<file path="src/hw/rtl/gbn_fec_pkg.sv">
// ----------------------------------------------------------------------------
// gbn_fec_pkg
// Shared widths, codes and types for the Go-Back-N / XOR FEC receiver control.
// ----------------------------------------------------------------------------
package gbn_fec_pkg;

    localparam int OFS_W      = 31;
    localparam int PAY_W      = 16;
    localparam int WIN_W      = 8;
    localparam int SPAN_W     = PAY_W + WIN_W;
    localparam int CFG_IDX_W  = 2;
    localparam int CFG_DATA_W = 31;
    localparam int DIV_CNT_W  = 5;

    localparam logic [DIV_CNT_W-1:0] DIV_STEPS = DIV_CNT_W'(OFS_W);

    localparam logic [CFG_IDX_W-1:0] REG_PAYLOAD = 2'd0;
    localparam logic [CFG_IDX_W-1:0] REG_WINDOW  = 2'd1;
    localparam logic [CFG_IDX_W-1:0] REG_IMAGE   = 2'd2;

    localparam logic [1:0] OP_DATA   = 2'd0;
    localparam logic [1:0] OP_FEC    = 2'd1;
    localparam logic [1:0] OP_FINISH = 2'd2;

    localparam logic [PAY_W-1:0]  PAY_RESET  = 16'd1024;
    localparam logic [WIN_W-1:0]  WIN_RESET  = 8'd4;
    localparam logic [SPAN_W-1:0] SPAN_RESET = 24'd4096;

    typedef enum logic [1:0] {
        DIV_IDLE = 2'b01,
        DIV_RUN  = 2'b10
    } div_state_t;

    typedef struct packed {
        logic              busy;
        logic [PAY_W-1:0]  payload;
        logic [OFS_W-1:0]  image;
        logic [SPAN_W-1:0] span;
        logic [OFS_W-1:0]  last_start;
    } cfg_t;

    typedef struct packed {
        logic [1:0]        op;
        logic [OFS_W-1:0]  seq;
        logic signed [OFS_W:0] fec_limit;
        logic [OFS_W-1:0]  base;
    } item_t;

    typedef struct packed {
        logic              ack_valid;
        logic              ack_is_finish;
        logic [OFS_W-1:0]  ack_offset;
        logic              recover;
        logic [OFS_W-1:0]  lost_at;
        logic [PAY_W-1:0]  lost_length;
        logic [OFS_W-1:0]  window_base;
        logic              in_go_back;
    } result_t;

endpackage

</file>
<file path="src/hw/rtl/gbn_fec_in_if.sv">
// ----------------------------------------------------------------------------
// gbn_fec_in_if
// Packet header channel: valid/ready with op and byte offset.
// ----------------------------------------------------------------------------
interface gbn_fec_in_if;
    import gbn_fec_pkg::*;

    logic             valid;
    logic             ready;
    logic [1:0]       op;
    logic [OFS_W-1:0] seq_offset;

    modport source (output valid, output op, output seq_offset, input ready);
    modport sink   (input valid, input op, input seq_offset, output ready);
endinterface

</file>
<file path="src/hw/rtl/gbn_fec_out_if.sv">
// ----------------------------------------------------------------------------
// gbn_fec_out_if
// Decision channel: valid/ready with ack and recover fields.
// ----------------------------------------------------------------------------
interface gbn_fec_out_if;
    import gbn_fec_pkg::*;

    logic             valid;
    logic             ready;
    logic             ack_valid;
    logic             ack_is_finish;
    logic [OFS_W-1:0] ack_offset;
    logic             recover;
    logic [OFS_W-1:0] lost_at;
    logic [PAY_W-1:0] lost_length;
    logic [OFS_W-1:0] window_base;
    logic             in_go_back;

    modport source (output valid, output ack_valid, output ack_is_finish,
                    output ack_offset, output recover, output lost_at,
                    output lost_length, output window_base, output in_go_back,
                    input ready);
    modport sink   (input valid, input ack_valid, input ack_is_finish,
                    input ack_offset, input recover, input lost_at,
                    input lost_length, input window_base, input in_go_back,
                    output ready);
endinterface

</file>
<file path="src/hw/rtl/gbn_fec_cfg.sv">
// ----------------------------------------------------------------------------
// gbn_fec_cfg
// Configuration registers and derived values: window span (D*W) and start of
// the last segment (floor(I/D)*D) from a bit-serial restoring divider.
// ----------------------------------------------------------------------------
module gbn_fec_cfg
(
    input  logic                                clk,
    input  logic                                rst_n,
    input  logic                                cfg_write,
    input  logic [gbn_fec_pkg::CFG_IDX_W-1:0]   cfg_index,
    input  logic [gbn_fec_pkg::CFG_DATA_W-1:0]  cfg_data,
    output gbn_fec_pkg::cfg_t                   cfg
);
    import gbn_fec_pkg::*;

    logic [PAY_W-1:0]     pay_reg;
    logic [WIN_W-1:0]     win_reg;
    logic [OFS_W-1:0]     image_reg;
    logic [SPAN_W-1:0]    span_reg;
    logic [OFS_W-1:0]     last_reg;
    div_state_t           div_state_reg;
    logic [DIV_CNT_W-1:0] cnt_reg;
    logic [PAY_W-1:0]     rem_reg;
    logic [PAY_W-1:0]     rem_next;
    logic [PAY_W:0]       rem_shift;
    logic [DIV_CNT_W-1:0] bit_idx;

    assign bit_idx   = cnt_reg - DIV_CNT_W'(1);
    assign rem_shift = {rem_reg, image_reg[bit_idx]};

    always_comb
    begin
        if (rem_shift >= {1'b0, pay_reg})
        begin
            rem_next = PAY_W'(rem_shift - {1'b0, pay_reg});
        end
        else
        begin
            rem_next = rem_shift[PAY_W-1:0];
        end
    end

    always_ff @(posedge clk or negedge rst_n)
    begin
        if (!rst_n)
        begin
            pay_reg   <= PAY_RESET;
            win_reg   <= WIN_RESET;
            image_reg <= '0;
        end
        else if (cfg_write)
        begin
            case (cfg_index)
                REG_PAYLOAD: pay_reg   <= cfg_data[PAY_W-1:0];
                REG_WINDOW:  win_reg   <= cfg_data[WIN_W-1:0];
                REG_IMAGE:   image_reg <= cfg_data[OFS_W-1:0];
                default:     ;
            endcase
        end
    end

    always_ff @(posedge clk or negedge rst_n)
    begin
        if (!rst_n)
        begin
            span_reg <= SPAN_RESET;
        end
        else
        begin
            span_reg <= SPAN_W'(pay_reg * win_reg);
        end
    end

    // restart the divider on every write; one quotient bit per cycle
    always_ff @(posedge clk or negedge rst_n)
    begin
        if (!rst_n)
        begin
            div_state_reg <= DIV_IDLE;
            cnt_reg       <= '0;
            rem_reg       <= '0;
            last_reg      <= '0;
        end
        else if (cfg_write)
        begin
            div_state_reg <= DIV_RUN;
            cnt_reg       <= DIV_STEPS;
            rem_reg       <= '0;
        end
        else
        begin
            case (div_state_reg)
                DIV_RUN:
                begin
                    rem_reg <= rem_next;
                    cnt_reg <= cnt_reg - DIV_CNT_W'(1);
                    if (cnt_reg == DIV_CNT_W'(1))
                    begin
                        div_state_reg <= DIV_IDLE;
                        if (pay_reg == '0)
                        begin
                            last_reg <= '0;
                        end
                        else
                        begin
                            last_reg <= image_reg - {{(OFS_W-PAY_W){1'b0}}, rem_next};
                        end
                    end
                end
                default: ;
            endcase
        end
    end

    assign cfg.busy       = (div_state_reg == DIV_RUN);
    assign cfg.payload    = pay_reg;
    assign cfg.image      = image_reg;
    assign cfg.span       = span_reg;
    assign cfg.last_start = last_reg;

endmodule

</file>
<file path="src/hw/rtl/gbn_fec_front.sv">
// ----------------------------------------------------------------------------
// gbn_fec_front
// Header intake: accept a beat and precompute the state-free terms (FEC loss
// limit, window base) before the item enters the queue.
// ----------------------------------------------------------------------------
module gbn_fec_front
(
    gbn_fec_in_if.sink          in_ch,
    input  gbn_fec_pkg::cfg_t   cfg,
    input  logic                q_full,
    output logic                push,
    output gbn_fec_pkg::item_t  push_item
);
    import gbn_fec_pkg::*;

    logic signed [OFS_W:0] seq_minus_pay;
    logic                  past_end;

    assign in_ch.ready = !cfg.busy && !q_full;
    assign push        = in_ch.valid && in_ch.ready;

    assign seq_minus_pay = signed'({1'b0, in_ch.seq_offset})
                         - signed'({{(OFS_W+1-PAY_W){1'b0}}, cfg.payload});
    assign past_end      = (in_ch.seq_offset >= cfg.image);

    always_comb
    begin
        push_item.op  = in_ch.op;
        push_item.seq = in_ch.seq_offset;
        if (past_end)
        begin
            push_item.fec_limit = signed'({1'b0, cfg.last_start});
        end
        else
        begin
            push_item.fec_limit = seq_minus_pay;
        end
        push_item.base = in_ch.seq_offset - {{(OFS_W-SPAN_W){1'b0}}, cfg.span};
    end

endmodule

</file>
<file path="src/hw/rtl/gbn_fec_queue.sv">
// ----------------------------------------------------------------------------
// gbn_fec_queue
// Two-entry item queue between the front and the back.
// ----------------------------------------------------------------------------
module gbn_fec_queue
(
    input  logic                clk,
    input  logic                rst_n,
    input  logic                push,
    input  gbn_fec_pkg::item_t  push_item,
    output logic                full,
    input  logic                pop,
    output logic                not_empty,
    output gbn_fec_pkg::item_t  head_item
);
    import gbn_fec_pkg::*;

    item_t      mem_reg [2];
    logic       wr_ptr_reg;
    logic       rd_ptr_reg;
    logic [1:0] count_reg;

    assign full      = (count_reg == 2'd2);
    assign not_empty = (count_reg != 2'd0);
    assign head_item = mem_reg[rd_ptr_reg];

    always_ff @(posedge clk)
    begin
        if (push)
        begin
            mem_reg[wr_ptr_reg] <= push_item;
        end
    end

    always_ff @(posedge clk or negedge rst_n)
    begin
        if (!rst_n)
        begin
            wr_ptr_reg <= 1'b0;
            rd_ptr_reg <= 1'b0;
            count_reg  <= 2'd0;
        end
        else
        begin
            if (push)
            begin
                wr_ptr_reg <= !wr_ptr_reg;
            end
            if (pop)
            begin
                rd_ptr_reg <= !rd_ptr_reg;
            end
            if (push && !pop)
            begin
                count_reg <= count_reg + 2'd1;
            end
            else if (pop && !push)
            begin
                count_reg <= count_reg - 2'd1;
            end
        end
    end

endmodule

</file>
<file path="src/hw/rtl/gbn_fec_back.sv">
// ----------------------------------------------------------------------------
// gbn_fec_back
// Receiver state update and decision register: expected offset, loss, window
// start and go-back mode, one item per cycle unless the output stalls.
// ----------------------------------------------------------------------------
module gbn_fec_back
(
    input  logic                clk,
    input  logic                rst_n,
    input  gbn_fec_pkg::cfg_t   cfg,
    input  logic                q_not_empty,
    input  gbn_fec_pkg::item_t  item,
    output logic                pop,
    gbn_fec_out_if.source       out_ch
);
    import gbn_fec_pkg::*;

    logic [OFS_W-1:0] exp_reg, exp_next;
    logic             lp_reg, lp_next;
    logic [OFS_W-1:0] lo_reg, lo_next;
    logic [OFS_W-1:0] ws_reg, ws_next;
    logic             gb_reg, gb_next;
    logic             out_valid_reg;
    result_t          res_reg, res_next;

    logic [OFS_W-1:0]      pay_ext;
    logic [OFS_W-1:0]      exp_plus1;
    logic [OFS_W-1:0]      exp_plus2;
    logic signed [OFS_W:0] exp_s;
    logic signed [OFS_W:0] win_diff;
    logic                  overrun;
    logic                  fec_one;
    logic                  fec_more;
    logic [OFS_W-1:0]      lo_eff;
    logic [OFS_W:0]        lo_end;
    logic [OFS_W-1:0]      img_left;

    assign pop = q_not_empty && (!out_valid_reg || out_ch.ready);

    assign pay_ext   = {{(OFS_W-PAY_W){1'b0}}, cfg.payload};
    assign exp_plus1 = exp_reg + pay_ext;
    assign exp_plus2 = exp_reg + {pay_ext[OFS_W-2:0], 1'b0};
    assign exp_s     = signed'({1'b0, exp_reg});
    assign win_diff  = signed'({1'b0, item.seq}) - signed'({1'b0, ws_reg});
    assign overrun   = win_diff >= signed'({{(OFS_W+1-SPAN_W){1'b0}}, cfg.span});
    assign fec_one   = exp_s <= item.fec_limit;
    assign fec_more  = exp_s < item.fec_limit;
    assign lo_eff    = lp_reg ? lo_reg : exp_reg;
    assign lo_end    = {1'b0, lo_eff} + {1'b0, pay_ext};
    assign img_left  = cfg.image - lo_eff;

    always_comb
    begin
        exp_next = exp_reg;
        lp_next  = lp_reg;
        lo_next  = lo_reg;
        ws_next  = ws_reg;
        gb_next  = gb_reg;
        res_next = '0;
        case (item.op)
            OP_DATA:
            begin
                if (item.seq < exp_reg)
                begin
                    if (lp_reg && (item.seq == lo_reg))
                    begin
                        lp_next = 1'b0;
                    end
                    if (!lp_next && !gb_reg)
                    begin
                        res_next.ack_valid  = 1'b1;
                        res_next.ack_offset = exp_reg;
                    end
                end
                else if (item.seq == exp_reg)
                begin
                    exp_next = exp_plus1;
                    gb_next  = 1'b0;
                    if (!lp_reg)
                    begin
                        res_next.ack_valid  = 1'b1;
                        res_next.ack_offset = exp_plus1;
                    end
                end
                else if (!lp_reg && !gb_reg)
                begin
                    lo_next = exp_reg;
                    lp_next = 1'b1;
                    if (item.seq == exp_plus1)
                    begin
                        exp_next = exp_plus2;
                        gb_next  = (item.seq > exp_plus2);
                    end
                    else
                    begin
                        exp_next = exp_plus1;
                        gb_next  = (item.seq > exp_plus1);
                    end
                end
                else
                begin
                    gb_next = 1'b1;
                end
                // window overrun: slide the window, or fall back to the loss
                if (overrun && !gb_next)
                begin
                    if (!lp_next)
                    begin
                        ws_next = exp_next;
                    end
                    else
                    begin
                        exp_next = lo_next;
                        lp_next  = 1'b0;
                        gb_next  = 1'b1;
                    end
                end
            end
            OP_FEC:
            begin
                if (!gb_reg)
                begin
                    if (!lp_reg && fec_more)
                    begin
                        lp_next  = 1'b1;
                        lo_next  = exp_reg;
                        gb_next  = 1'b1;
                        exp_next = exp_plus1;
                    end
                    else
                    begin
                        if ((lp_reg || fec_one))
                        begin
                            res_next.recover     = 1'b1;
                            res_next.lost_at     = lo_eff;
                            res_next.window_base = item.base;
                            if (lo_end >= {1'b0, cfg.image})
                            begin
                                if (lo_eff > cfg.image)
                                begin
                                    res_next.lost_length = '0;
                                end
                                else
                                begin
                                    res_next.lost_length = img_left[PAY_W-1:0];
                                end
                            end
                            else
                            begin
                                res_next.lost_length = cfg.payload;
                            end
                        end
                        if (!lp_reg && fec_one)
                        begin
                            lo_next = exp_reg;
                        end
                        lp_next             = 1'b0;
                        ws_next             = item.seq;
                        exp_next            = item.seq;
                        res_next.ack_valid  = 1'b1;
                        res_next.ack_offset = item.seq;
                    end
                end
            end
            OP_FINISH:
            begin
                res_next.ack_valid     = 1'b1;
                res_next.ack_is_finish = 1'b1;
            end
            default: ;
        endcase
        res_next.in_go_back = gb_next;
    end

    always_ff @(posedge clk or negedge rst_n)
    begin
        if (!rst_n)
        begin
            exp_reg       <= '0;
            lp_reg        <= 1'b0;
            lo_reg        <= '0;
            ws_reg        <= '0;
            gb_reg        <= 1'b0;
            out_valid_reg <= 1'b0;
        end
        else if (pop)
        begin
            exp_reg       <= exp_next;
            lp_reg        <= lp_next;
            lo_reg        <= lo_next;
            ws_reg        <= ws_next;
            gb_reg        <= gb_next;
            out_valid_reg <= 1'b1;
        end
        else if (out_ch.ready)
        begin
            out_valid_reg <= 1'b0;
        end
    end

    always_ff @(posedge clk)
    begin
        if (pop)
        begin
            res_reg <= res_next;
        end
    end

    assign out_ch.valid         = out_valid_reg;
    assign out_ch.ack_valid     = res_reg.ack_valid;
    assign out_ch.ack_is_finish = res_reg.ack_is_finish;
    assign out_ch.ack_offset    = res_reg.ack_offset;
    assign out_ch.recover       = res_reg.recover;
    assign out_ch.lost_at       = res_reg.lost_at;
    assign out_ch.lost_length   = res_reg.lost_length;
    assign out_ch.window_base   = res_reg.window_base;
    assign out_ch.in_go_back    = res_reg.in_go_back;

endmodule

</file>
<file path="src/hw/rtl/gbn_fec_receiver_control_unit.sv">
// ----------------------------------------------------------------------------
// gbn_fec_receiver_control_unit
// Go-Back-N receiver control with XOR FEC loss recovery decisions.
//
//   channel   dir   handshake      beat
//   in_ch     in    valid/ready    op, seq_offset
//   out_ch    out   valid/ready    ack, recover and go-back fields
//   cfg       in    write enable   cfg_index, cfg_data
//
// One beat per cycle unless a configuration write or an output stall holds
// intake; a header is queued, and the back stage's state update registers
// its decision. A two-entry queue and the output register let each side
// stall on its own. Every configuration write holds in_ch.ready low while
// the serial divider derives the last-segment start (one bit per cycle).
// Reset is asynchronous, active low, and clears all receiver state.
// ----------------------------------------------------------------------------
module gbn_fec_receiver_control_unit
(
    input  logic                                clk,
    input  logic                                rst_n,
    input  logic                                cfg_write,
    input  logic [gbn_fec_pkg::CFG_IDX_W-1:0]   cfg_index,
    input  logic [gbn_fec_pkg::CFG_DATA_W-1:0]  cfg_data,
    gbn_fec_in_if.sink                          in_ch,
    gbn_fec_out_if.source                       out_ch
);
    import gbn_fec_pkg::*;

    cfg_t  cfg;
    logic  push;
    item_t push_item;
    logic  q_full;
    logic  q_pop;
    logic  q_not_empty;
    item_t head_item;

    gbn_fec_cfg u_cfg
    (
        .clk       (clk),
        .rst_n     (rst_n),
        .cfg_write (cfg_write),
        .cfg_index (cfg_index),
        .cfg_data  (cfg_data),
        .cfg       (cfg)
    );

    gbn_fec_front u_front
    (
        .in_ch     (in_ch),
        .cfg       (cfg),
        .q_full    (q_full),
        .push      (push),
        .push_item (push_item)
    );

    gbn_fec_queue u_queue
    (
        .clk       (clk),
        .rst_n     (rst_n),
        .push      (push),
        .push_item (push_item),
        .full      (q_full),
        .pop       (q_pop),
        .not_empty (q_not_empty),
        .head_item (head_item)
    );

    gbn_fec_back u_back
    (
        .clk         (clk),
        .rst_n       (rst_n),
        .cfg         (cfg),
        .q_not_empty (q_not_empty),
        .item        (head_item),
        .pop         (q_pop),
        .out_ch      (out_ch)
    );

endmodule

</file>
<file path="src/flat_wrapper.sv">
// flat-port wrapper written by rule: the top's interface ports become plain ports
module gbn_fec_receiver_control_unit_flat import gbn_fec_pkg::*;
  (clk, rst_n, cfg_write, cfg_index, cfg_data, in_ch_valid, in_ch_op, in_ch_seq_offset, in_ch_ready, out_ch_valid, out_ch_ack_valid, out_ch_ack_is_finish, out_ch_ack_offset, out_ch_recover, out_ch_lost_at, out_ch_lost_length, out_ch_window_base, out_ch_in_go_back, out_ch_ready);
  gbn_fec_in_if in_ch_i ();
  gbn_fec_out_if out_ch_i ();
  input  logic clk;
  input  logic rst_n;
  input  logic cfg_write;
  input  logic [gbn_fec_pkg::CFG_IDX_W-1:0] cfg_index;
  input  logic [gbn_fec_pkg::CFG_DATA_W-1:0] cfg_data;
  input wire logic [$bits(in_ch_i.valid)-1:0] in_ch_valid;
  input wire logic [$bits(in_ch_i.op)-1:0] in_ch_op;
  input wire logic [$bits(in_ch_i.seq_offset)-1:0] in_ch_seq_offset;
  output wire logic [$bits(in_ch_i.ready)-1:0] in_ch_ready;
  output wire logic [$bits(out_ch_i.valid)-1:0] out_ch_valid;
  output wire logic [$bits(out_ch_i.ack_valid)-1:0] out_ch_ack_valid;
  output wire logic [$bits(out_ch_i.ack_is_finish)-1:0] out_ch_ack_is_finish;
  output wire logic [$bits(out_ch_i.ack_offset)-1:0] out_ch_ack_offset;
  output wire logic [$bits(out_ch_i.recover)-1:0] out_ch_recover;
  output wire logic [$bits(out_ch_i.lost_at)-1:0] out_ch_lost_at;
  output wire logic [$bits(out_ch_i.lost_length)-1:0] out_ch_lost_length;
  output wire logic [$bits(out_ch_i.window_base)-1:0] out_ch_window_base;
  output wire logic [$bits(out_ch_i.in_go_back)-1:0] out_ch_in_go_back;
  input wire logic [$bits(out_ch_i.ready)-1:0] out_ch_ready;
  assign in_ch_i.valid = in_ch_valid;
  assign in_ch_i.op = in_ch_op;
  assign in_ch_i.seq_offset = in_ch_seq_offset;
  assign in_ch_ready = in_ch_i.ready;
  assign out_ch_valid = out_ch_i.valid;
  assign out_ch_ack_valid = out_ch_i.ack_valid;
  assign out_ch_ack_is_finish = out_ch_i.ack_is_finish;
  assign out_ch_ack_offset = out_ch_i.ack_offset;
  assign out_ch_recover = out_ch_i.recover;
  assign out_ch_lost_at = out_ch_i.lost_at;
  assign out_ch_lost_length = out_ch_i.lost_length;
  assign out_ch_window_base = out_ch_i.window_base;
  assign out_ch_in_go_back = out_ch_i.in_go_back;
  assign out_ch_i.ready = out_ch_ready;
  gbn_fec_receiver_control_unit u_core (.clk(clk), .rst_n(rst_n), .cfg_write(cfg_write), .cfg_index(cfg_index), .cfg_data(cfg_data), .in_ch(in_ch_i), .out_ch(out_ch_i));
endmodule
</file>
<file path="config.mk">
export PLATFORM = sky130hd
export DESIGN_NAME = gbn_fec_receiver_control_unit_flat
export DESIGN_NICKNAME = d
export VERILOG_FILES = /design/src/hw/rtl/gbn_fec_pkg.sv /design/src/hw/rtl/gbn_fec_in_if.sv /design/src/hw/rtl/gbn_fec_out_if.sv /design/src/hw/rtl/gbn_fec_cfg.sv /design/src/hw/rtl/gbn_fec_front.sv /design/src/hw/rtl/gbn_fec_queue.sv /design/src/hw/rtl/gbn_fec_back.sv /design/src/hw/rtl/gbn_fec_receiver_control_unit.sv /design/src/flat_wrapper.sv
export SDC_FILE = /design/constraint.sdc
export NUM_CORES = 2
export LEC_CHECK = 0
export BUFFER_PORTS_ARGS = -buffer_cell sky130_fd_sc_hd__buf_2
export CAP_MARGIN = 5
export CORE_ASPECT_RATIO = 0.7
export CORE_UTILIZATION = 50
export CTS_BUF_LIST = sky130_fd_sc_hd__clkbuf_8
export CTS_CLUSTER_SIZE = 30
export DETAILED_ROUTE_END_ITERATION = 6
export PLACE_DENSITY = 0.69
export SYNTH_ARGS = -nofsm -noshare
export SYNTH_HDL_FRONTEND = slang
export SYNTH_SLANG_ARGS = --single-unit
</file>
<file path="constraint.sdc">
create_clock -name clk -period 7.33 [get_ports clk]
set_input_delay 0.733 -clock clk [delete_from_list [all_inputs] [get_ports clk]]
set_output_delay 0.733 -clock clk [all_outputs]
set_load 0.01 [all_outputs]
</file>
* Word level (Yosys, flattened, before mapping)
Memory sizes are Yosys's and may differ from the RTL's.
Index checks and enable logic that the tools add are counted.
** Storage, ports and cells
- Memories kept :: 1
- Bits in writable memories :: 192
- Bits in registers :: 346
- Input bits :: 71
- Output and inout bits :: 115
- Word-level logic and storage cells :: 189
** Memories
- u_core.u_queue.mem_reg :: depth 2, bits a word 96, read ports 1, clocked after Yosys merged registers in 0, write ports 1, RTL line gbn_fec_queue.sv:18 : item_t mem_reg [2];
** Cells by class
- Bitwise operators :: 3
- Add/sub/neg operators :: 12
- Multiply operators :: 1
- Reduce and logical (&&, ||, !) cells :: 43
- Order comparisons :: 11
- Mux-type cells :: 78
- Equal/unequal tests :: 15
** Operators by type and width (count)
- $mux 31 :: 24
- $pmux 31 s2 :: 4
- $mux 110 :: 2
- $eq 31x31->1 :: 3
- $gt 31x31->1 :: 3
- $mux 16 :: 5
- $mux 79 :: 1
- $add 31x16->32 :: 1
- $ge 32x25->1 :: 1
- $ge 32x31->1 :: 1
- $le 32x32->1 :: 1
- $lt 32x32->1 :: 1
- $mux 32 :: 1
- $sub 16x16->16 :: 2
- $sub 31x16->32 :: 1
- $sub 31x31->32 :: 1
- $add 31x16->31 :: 1
- $add 31x17->31 :: 1
- $ge 31x31->1 :: 1
- $lt 31x31->1 :: 1
- $sub 31x16->31 :: 1
- $sub 31x24->31 :: 1
- $mux 1 :: 30
- $mul 16x8->24 :: 1
- other kinds (28) :: 74

* Longest topological paths before layout
- Word-level depth :: 11
- Depth in mapped cells :: 35
- Mapped depth without buffers :: 32

* Modules after synthesis
From an unflattened synthesis, not the netlist that was laid out.
** Second synthesis, totals
- Cells, all modules :: 4749
- Area, all modules :: 45163.3 um^2
** Modules (own cells, without submodules)
- gbn_fec_back :: area an instance 22220.1 um^2, times used 1, cells each 2600, seq. area each 5795.6 um^2
- gbn_fec_cfg :: area an instance 11469.8 um^2, times used 1, cells each 1180, seq. area each 3333.2 um^2
- gbn_fec_queue :: area an instance 7234.4 um^2, times used 1, cells each 315, seq. area each 5865.6 um^2
- gbn_fec_front :: area an instance 4239.1 um^2, times used 1, cells each 654, seq. area each 0.0 um^2

* Worst setup path after synthesis
OpenSTA, ideal clock, no wires.
- Path kind :: register to register
- Start :: reg u_core.u_cfg.cnt_reg[0]
- End :: reg u_core.u_cfg.last_reg[26]
- Slack :: -0.588 ns
- Library setup time :: 0.133 ns
- Path buffers :: 4
- Data arrival time :: 7.785 ns
- Stages on the path, launching flop included :: 34
- Path through :: dfrtp_1 -> clkbuf_1 -> inv_1 -> ha_1 -> clkbuf_1 -> mux4_2 -> mux4_2 -> mux2i_1 -> ha_1 -> nor2b_1 -> o21ai_0 -> a21boi_0 -> o21a_1 -> o21ai_0 -> a21oi_1 -> o31ai_1 -> o21ai_0 -> o41a_1 -> clkbuf_1 -> clkbuf_1 -> mux2i_1 -> fa_1 -> a21o_1 -> a21oi_1 -> o21bai_1 -> a21oi_1 -> o21bai_1 -> a21oi_1 -> o21ai_0 -> a2111oi_0 -> o31a_1 -> nor2b_1 -> xnor2_1 -> o21ai_0
** On the way
- Longest elaborated chain between the ends :: 7
** Ends and longest elaborated chain
- start, declared :: RTL line gbn_fec_cfg.sv:23 : logic [DIV_CNT_W-1:0] cnt_reg;
- start signal, assigned :: RTL line gbn_fec_cfg.sv:97 : cnt_reg <= cnt_reg - DIV_CNT_W'(1);
- $sub 5x1->5 :: RTL line gbn_fec_cfg.sv:29 : assign bit_idx = cnt_reg - DIV_CNT_W'(1);
- $bmux 1 s5 :: RTL line gbn_fec_cfg.sv:30 : assign rem_shift = {rem_reg, image_reg[bit_idx]};
- $mux 1 (implied by the code) :: RTL line gbn_fec_cfg.sv:30
- $sub 16x16->16 or $ge 17x16->1 (tied branches) :: RTL line gbn_fec_cfg.sv:36, gbn_fec_cfg.sv:34
- $mux 16 :: RTL line gbn_fec_cfg.sv:34 : if (rem_shift >= {1'b0, pay_reg})
- $sub 31x16->31 :: RTL line gbn_fec_cfg.sv:107 : last_reg <= image_reg - {{(OFS_W-PAY_W){1'b0}}, rem_next};
- $mux 31 :: RTL line gbn_fec_cfg.sv:101 : if (pay_reg == '0)
- end signal, assigned :: RTL line gbn_fec_cfg.sv:107
- end, declared :: RTL line gbn_fec_cfg.sv:21 : logic [OFS_W-1:0] last_reg;
Several ways; a longest one is shown, not always the timed one. The select of a mux whose other input is x is not followed.
A chain may end at the register's enable or synchronous reset.

* Final worst setup path
- Start :: reg u_core.u_cfg.cnt_reg[1]
- End :: reg u_core.u_cfg.last_reg[24]
The elaborated chain is that of the path after synthesis.

==> impl_metrics.toml <==
[clocking]
clock_buffer_depth = 3
tritoncts_clock_tree = "yes"
ctsRootBufferMaster = "clkbuf_8"
tritoncts.num_buffers = 89
h_tree_level_count = 3
clk_latency_ns = 0.83
clk_transition_reported_paths_ns = 0.07
numClockSinks = 538

[floorplan]
die-area_mm2 = 0.08543
die_w_um = 348.9
initial_utilization = 0.5081
rows = 88
dieHeight_um = 244.8
io-pin-count = 186
core_area_mm2 = 0.08291

[critical_path]
most_used_cell_cp = "o21ai_1"
critical_path.max_stage_delay_ns = 0.53
slowest_stage = "mux4_2"
critPathMaxFanout = 8
setup.worst_path.end_class = "flip-flop"
rrSetupSlack_ns = 0.40
critPathKind = "flip-flop to flip-flop"
cp_data_required_time_ns = 7.95
cp_data_arrival_time_ns = 7.55
timing.critical_path.from_type = "flip-flop"

[synth]
synth-warning-count = 0
synth_largest_type_area_fraction = 0.2174
syn_inst = 4349
ys_seq_area_frac = 0.3560
ys_top_cells_by_count = "451 x ha_1, 365 x inv_1, 354 x nand2_1"
synth-async-reset-ratio = 0.4331
yosysMostFrequentCell = "ha_1"
synth-main-ff-cell = "edfxtp_1"
postSynthAreaPerCell_um2 = 9.686
synth.area.top_cells = "edfxtp_1 22%, dfrtp_1 14%, ha_1 13%, fa_1 4.4%, xnor2_1 3.7%"
synth_top_area_cell = "edfxtp_1"
post_synth_instance_area_mm2 = 0.04212
post_synth_num_cell_types = 100
mappedNetlistNets = 4964
number_of_synthesized_flops_with_an_enable_pin = 305
ys_ff_latch = 538

[sta]
timing_hold_violations_final = 0
timing.fmax_ghz = 0.1442
worstMarginPinSlew_ns = 1.265
fin_hold_ws_ns = 0.1058
drv_slew = 0
fin_crit_ns = 6.933
timing.setup.tns_ns = 0
final-setup-viol-count = 0
slew_margin_rel = 0.1510
fin_skew_ns = 0.05645
period_share = 0.9459

[global_routing]
first_global_vias = 34190
global_route.usage.total = 0.3492
grt_pass1_wl_mm = 220.5
globalRoute.totalOverflow = 0
antenna_violations_before_repair = 6
pin_count_of_the_biggest_net_entering_global_routing = 109

[route]
drc = 0
met3_length_mm = 21.17
viasPerCell = 6.092
top_signal_layer_used = "met5"
firstDrtPassIters = 6
wl_mm = 149.7
routedLengthMet1_mm = 65.61
drt-wirelength-per-cell_um = 25.15
num_vias = 36250
detail-route-antenna-nets = 0
met2RoutedLength_mm = 58.39
drt_first_iter_violations = 4166

[layout]
areaGrowthSynthToFinish_pct = 14.09
stdcell_area_mm2 = 0.04806
nets = 5361
final_util = 0.5797
multiInputGateArea_mm2 = 0.02525
drive_above_1_share = 0.1610
fillerInstances = 7219
regArea_mm2 = 0.01500
flip_flop_count_of_the_largest_register_after_layout = 192

[power]
power_frac_comb = 0.675
switching_power_mw = 11.38
clock_power_share = 0.125
intPower_mw = 11.58
switching_fraction_of_total_power = 0.4956
total_power_mw = 22.96
share_seq_of_total_power = 0.200
cellLeakagePower_nw = 21.88
vdd_ir_drop_max_mv = 0.3744
p_per_area_mw_per_mm2 = 477.8

[placement]
detailed_place.area_mm2 = 0.04613
dpl.hpwl_mm = 118.5
io_buffers = 185
gp_congestion = 1.032

[run]
max_cap_viol_count = 0

[worst_hold_path]
hp_class = "input port to flip-flop"

[outcome]
run_status = "complete, no violations"
## path summary, 6_finish.rpt
kind / cells after the start / end / from
setup / recovery: 34 / u_core.u_cfg.last_reg[24] / u_core.u_cfg.cnt_reg[1]
hold / removal: 1 / u_core.u_queue.mem_reg[1][94] / in_ch_op[0]
setup reg to reg: 34 / u_core.u_cfg.last_reg[24] / u_core.u_cfg.cnt_reg[1]
hold reg to reg: 2 / u_core.u_cfg.last_reg[15] / u_core.u_cfg.last_reg[15]
max in group asynchronous: 3 / u_core.u_back.ws_reg[25] / rst_n
min in group asynchronous: 2 / u_core.u_queue.count_reg[0] / rst_n
## critical path, delay by kind of cell, from the launching register on
family                     cells  cell delay, ns
adders and majority gates      4            1.04
muxes                          4            1.40
and+or+nand+nor                2            0.22
DFF                            1            0.36
xor gates and xnor gates       1            0.11
buffers and inverters          5            0.62
AOI/OAI and AO/OA             18            3.00
## area by class of cell
type | instances | area share
multi-input combinational | 3278 | 0.5254
sequential | 538 | 0.3121
timing repair buffer | 470 | 0.06587
tap | 1125 | 0.02929
inverter | 369 | 0.02887
clock buffer | 93 | 0.02663
clock inverter | 72 | 0.01156
antenna | 5 | 0.0002603
## cell usage in the layout (no fill, tap or decap), types with 33 or more instances in the layout
master / instances
buf_2: 184
ha_1: 449
a21oi_1: 246
nand3_1: 82
o211ai_1: 33
inv_1: 394
o22ai_1: 37
a211oi_1: 54
xnor2_1: 180
clkbuf_8: 93
fa_1: 93
o21bai_1: 33
mux2i_1: 151
buf_4: 277
and2_1: 71
xor2_1: 73
nor2_1: 307
o21ai_0: 237
nor2b_1: 46
o21a_1: 37
nand2_1: 352
dfrtp_1: 227
nand2b_1: 35
a21o_1: 97
nand4_1: 61
edfxtp_1: 305
nor3_1: 64
and3_1: 34
mux2_2: 85
## power by group through the flow
stage / clock network [mW] / logic (mW) / registers, mW
2_1_floorplan: 0 / 9.65 / 4.56
3_3_place_gp: 0 / 14.7 / 4.61
3_5_place_dp: 0 / 14.9 / 4.62
4_1_cts: 2.90 / 15.0 / 4.57
5_1_grt: 3.03 / 16.8 / 4.64
6_report: 2.87 / 15.5 / 4.59
## metrics by stage
stage / setup WS (ns) / instances
final: 0.3968 / 5950
after global routing: -0.06487 / 5947
after CTS: 0.02440 / 5945
after detailed placement: -0.3072 / 5778
after global placement: -0.2362 / 5778
after floorplan: 0.01481 / 4349
## metal layers
layer  vias up  global-route usage
met4         2              0.1009
met5         -                   0
met2      2026              0.4749
met3       249              0.1391
li1      16520                   -
met1     17450              0.5047
## repair_timing
item                                    in CTS  in global routing
buffers inserted                             1                  0
pin swaps                                    2                  4
resized for setup                            7                 10
hold buffers                                 1                  0
endpoints found under the hold margin       71                  0
endpoints found under the setup margin      16                 26
## cell families after synthesis
group | after synthesis | share of synthesized area
and+or+nand+nor | 1174 | 0.1331
AOI/OAI and AO/OA | 1044 | 0.1622
adders and majority gates | 544 | 0.1782
DFF | 538 | 0.3560
buffers and inverters | 533 | 0.04833
muxes | 262 | 0.06924
xor gates and xnor gates | 254 | 0.05299
(Power assumes the default switching activity.)
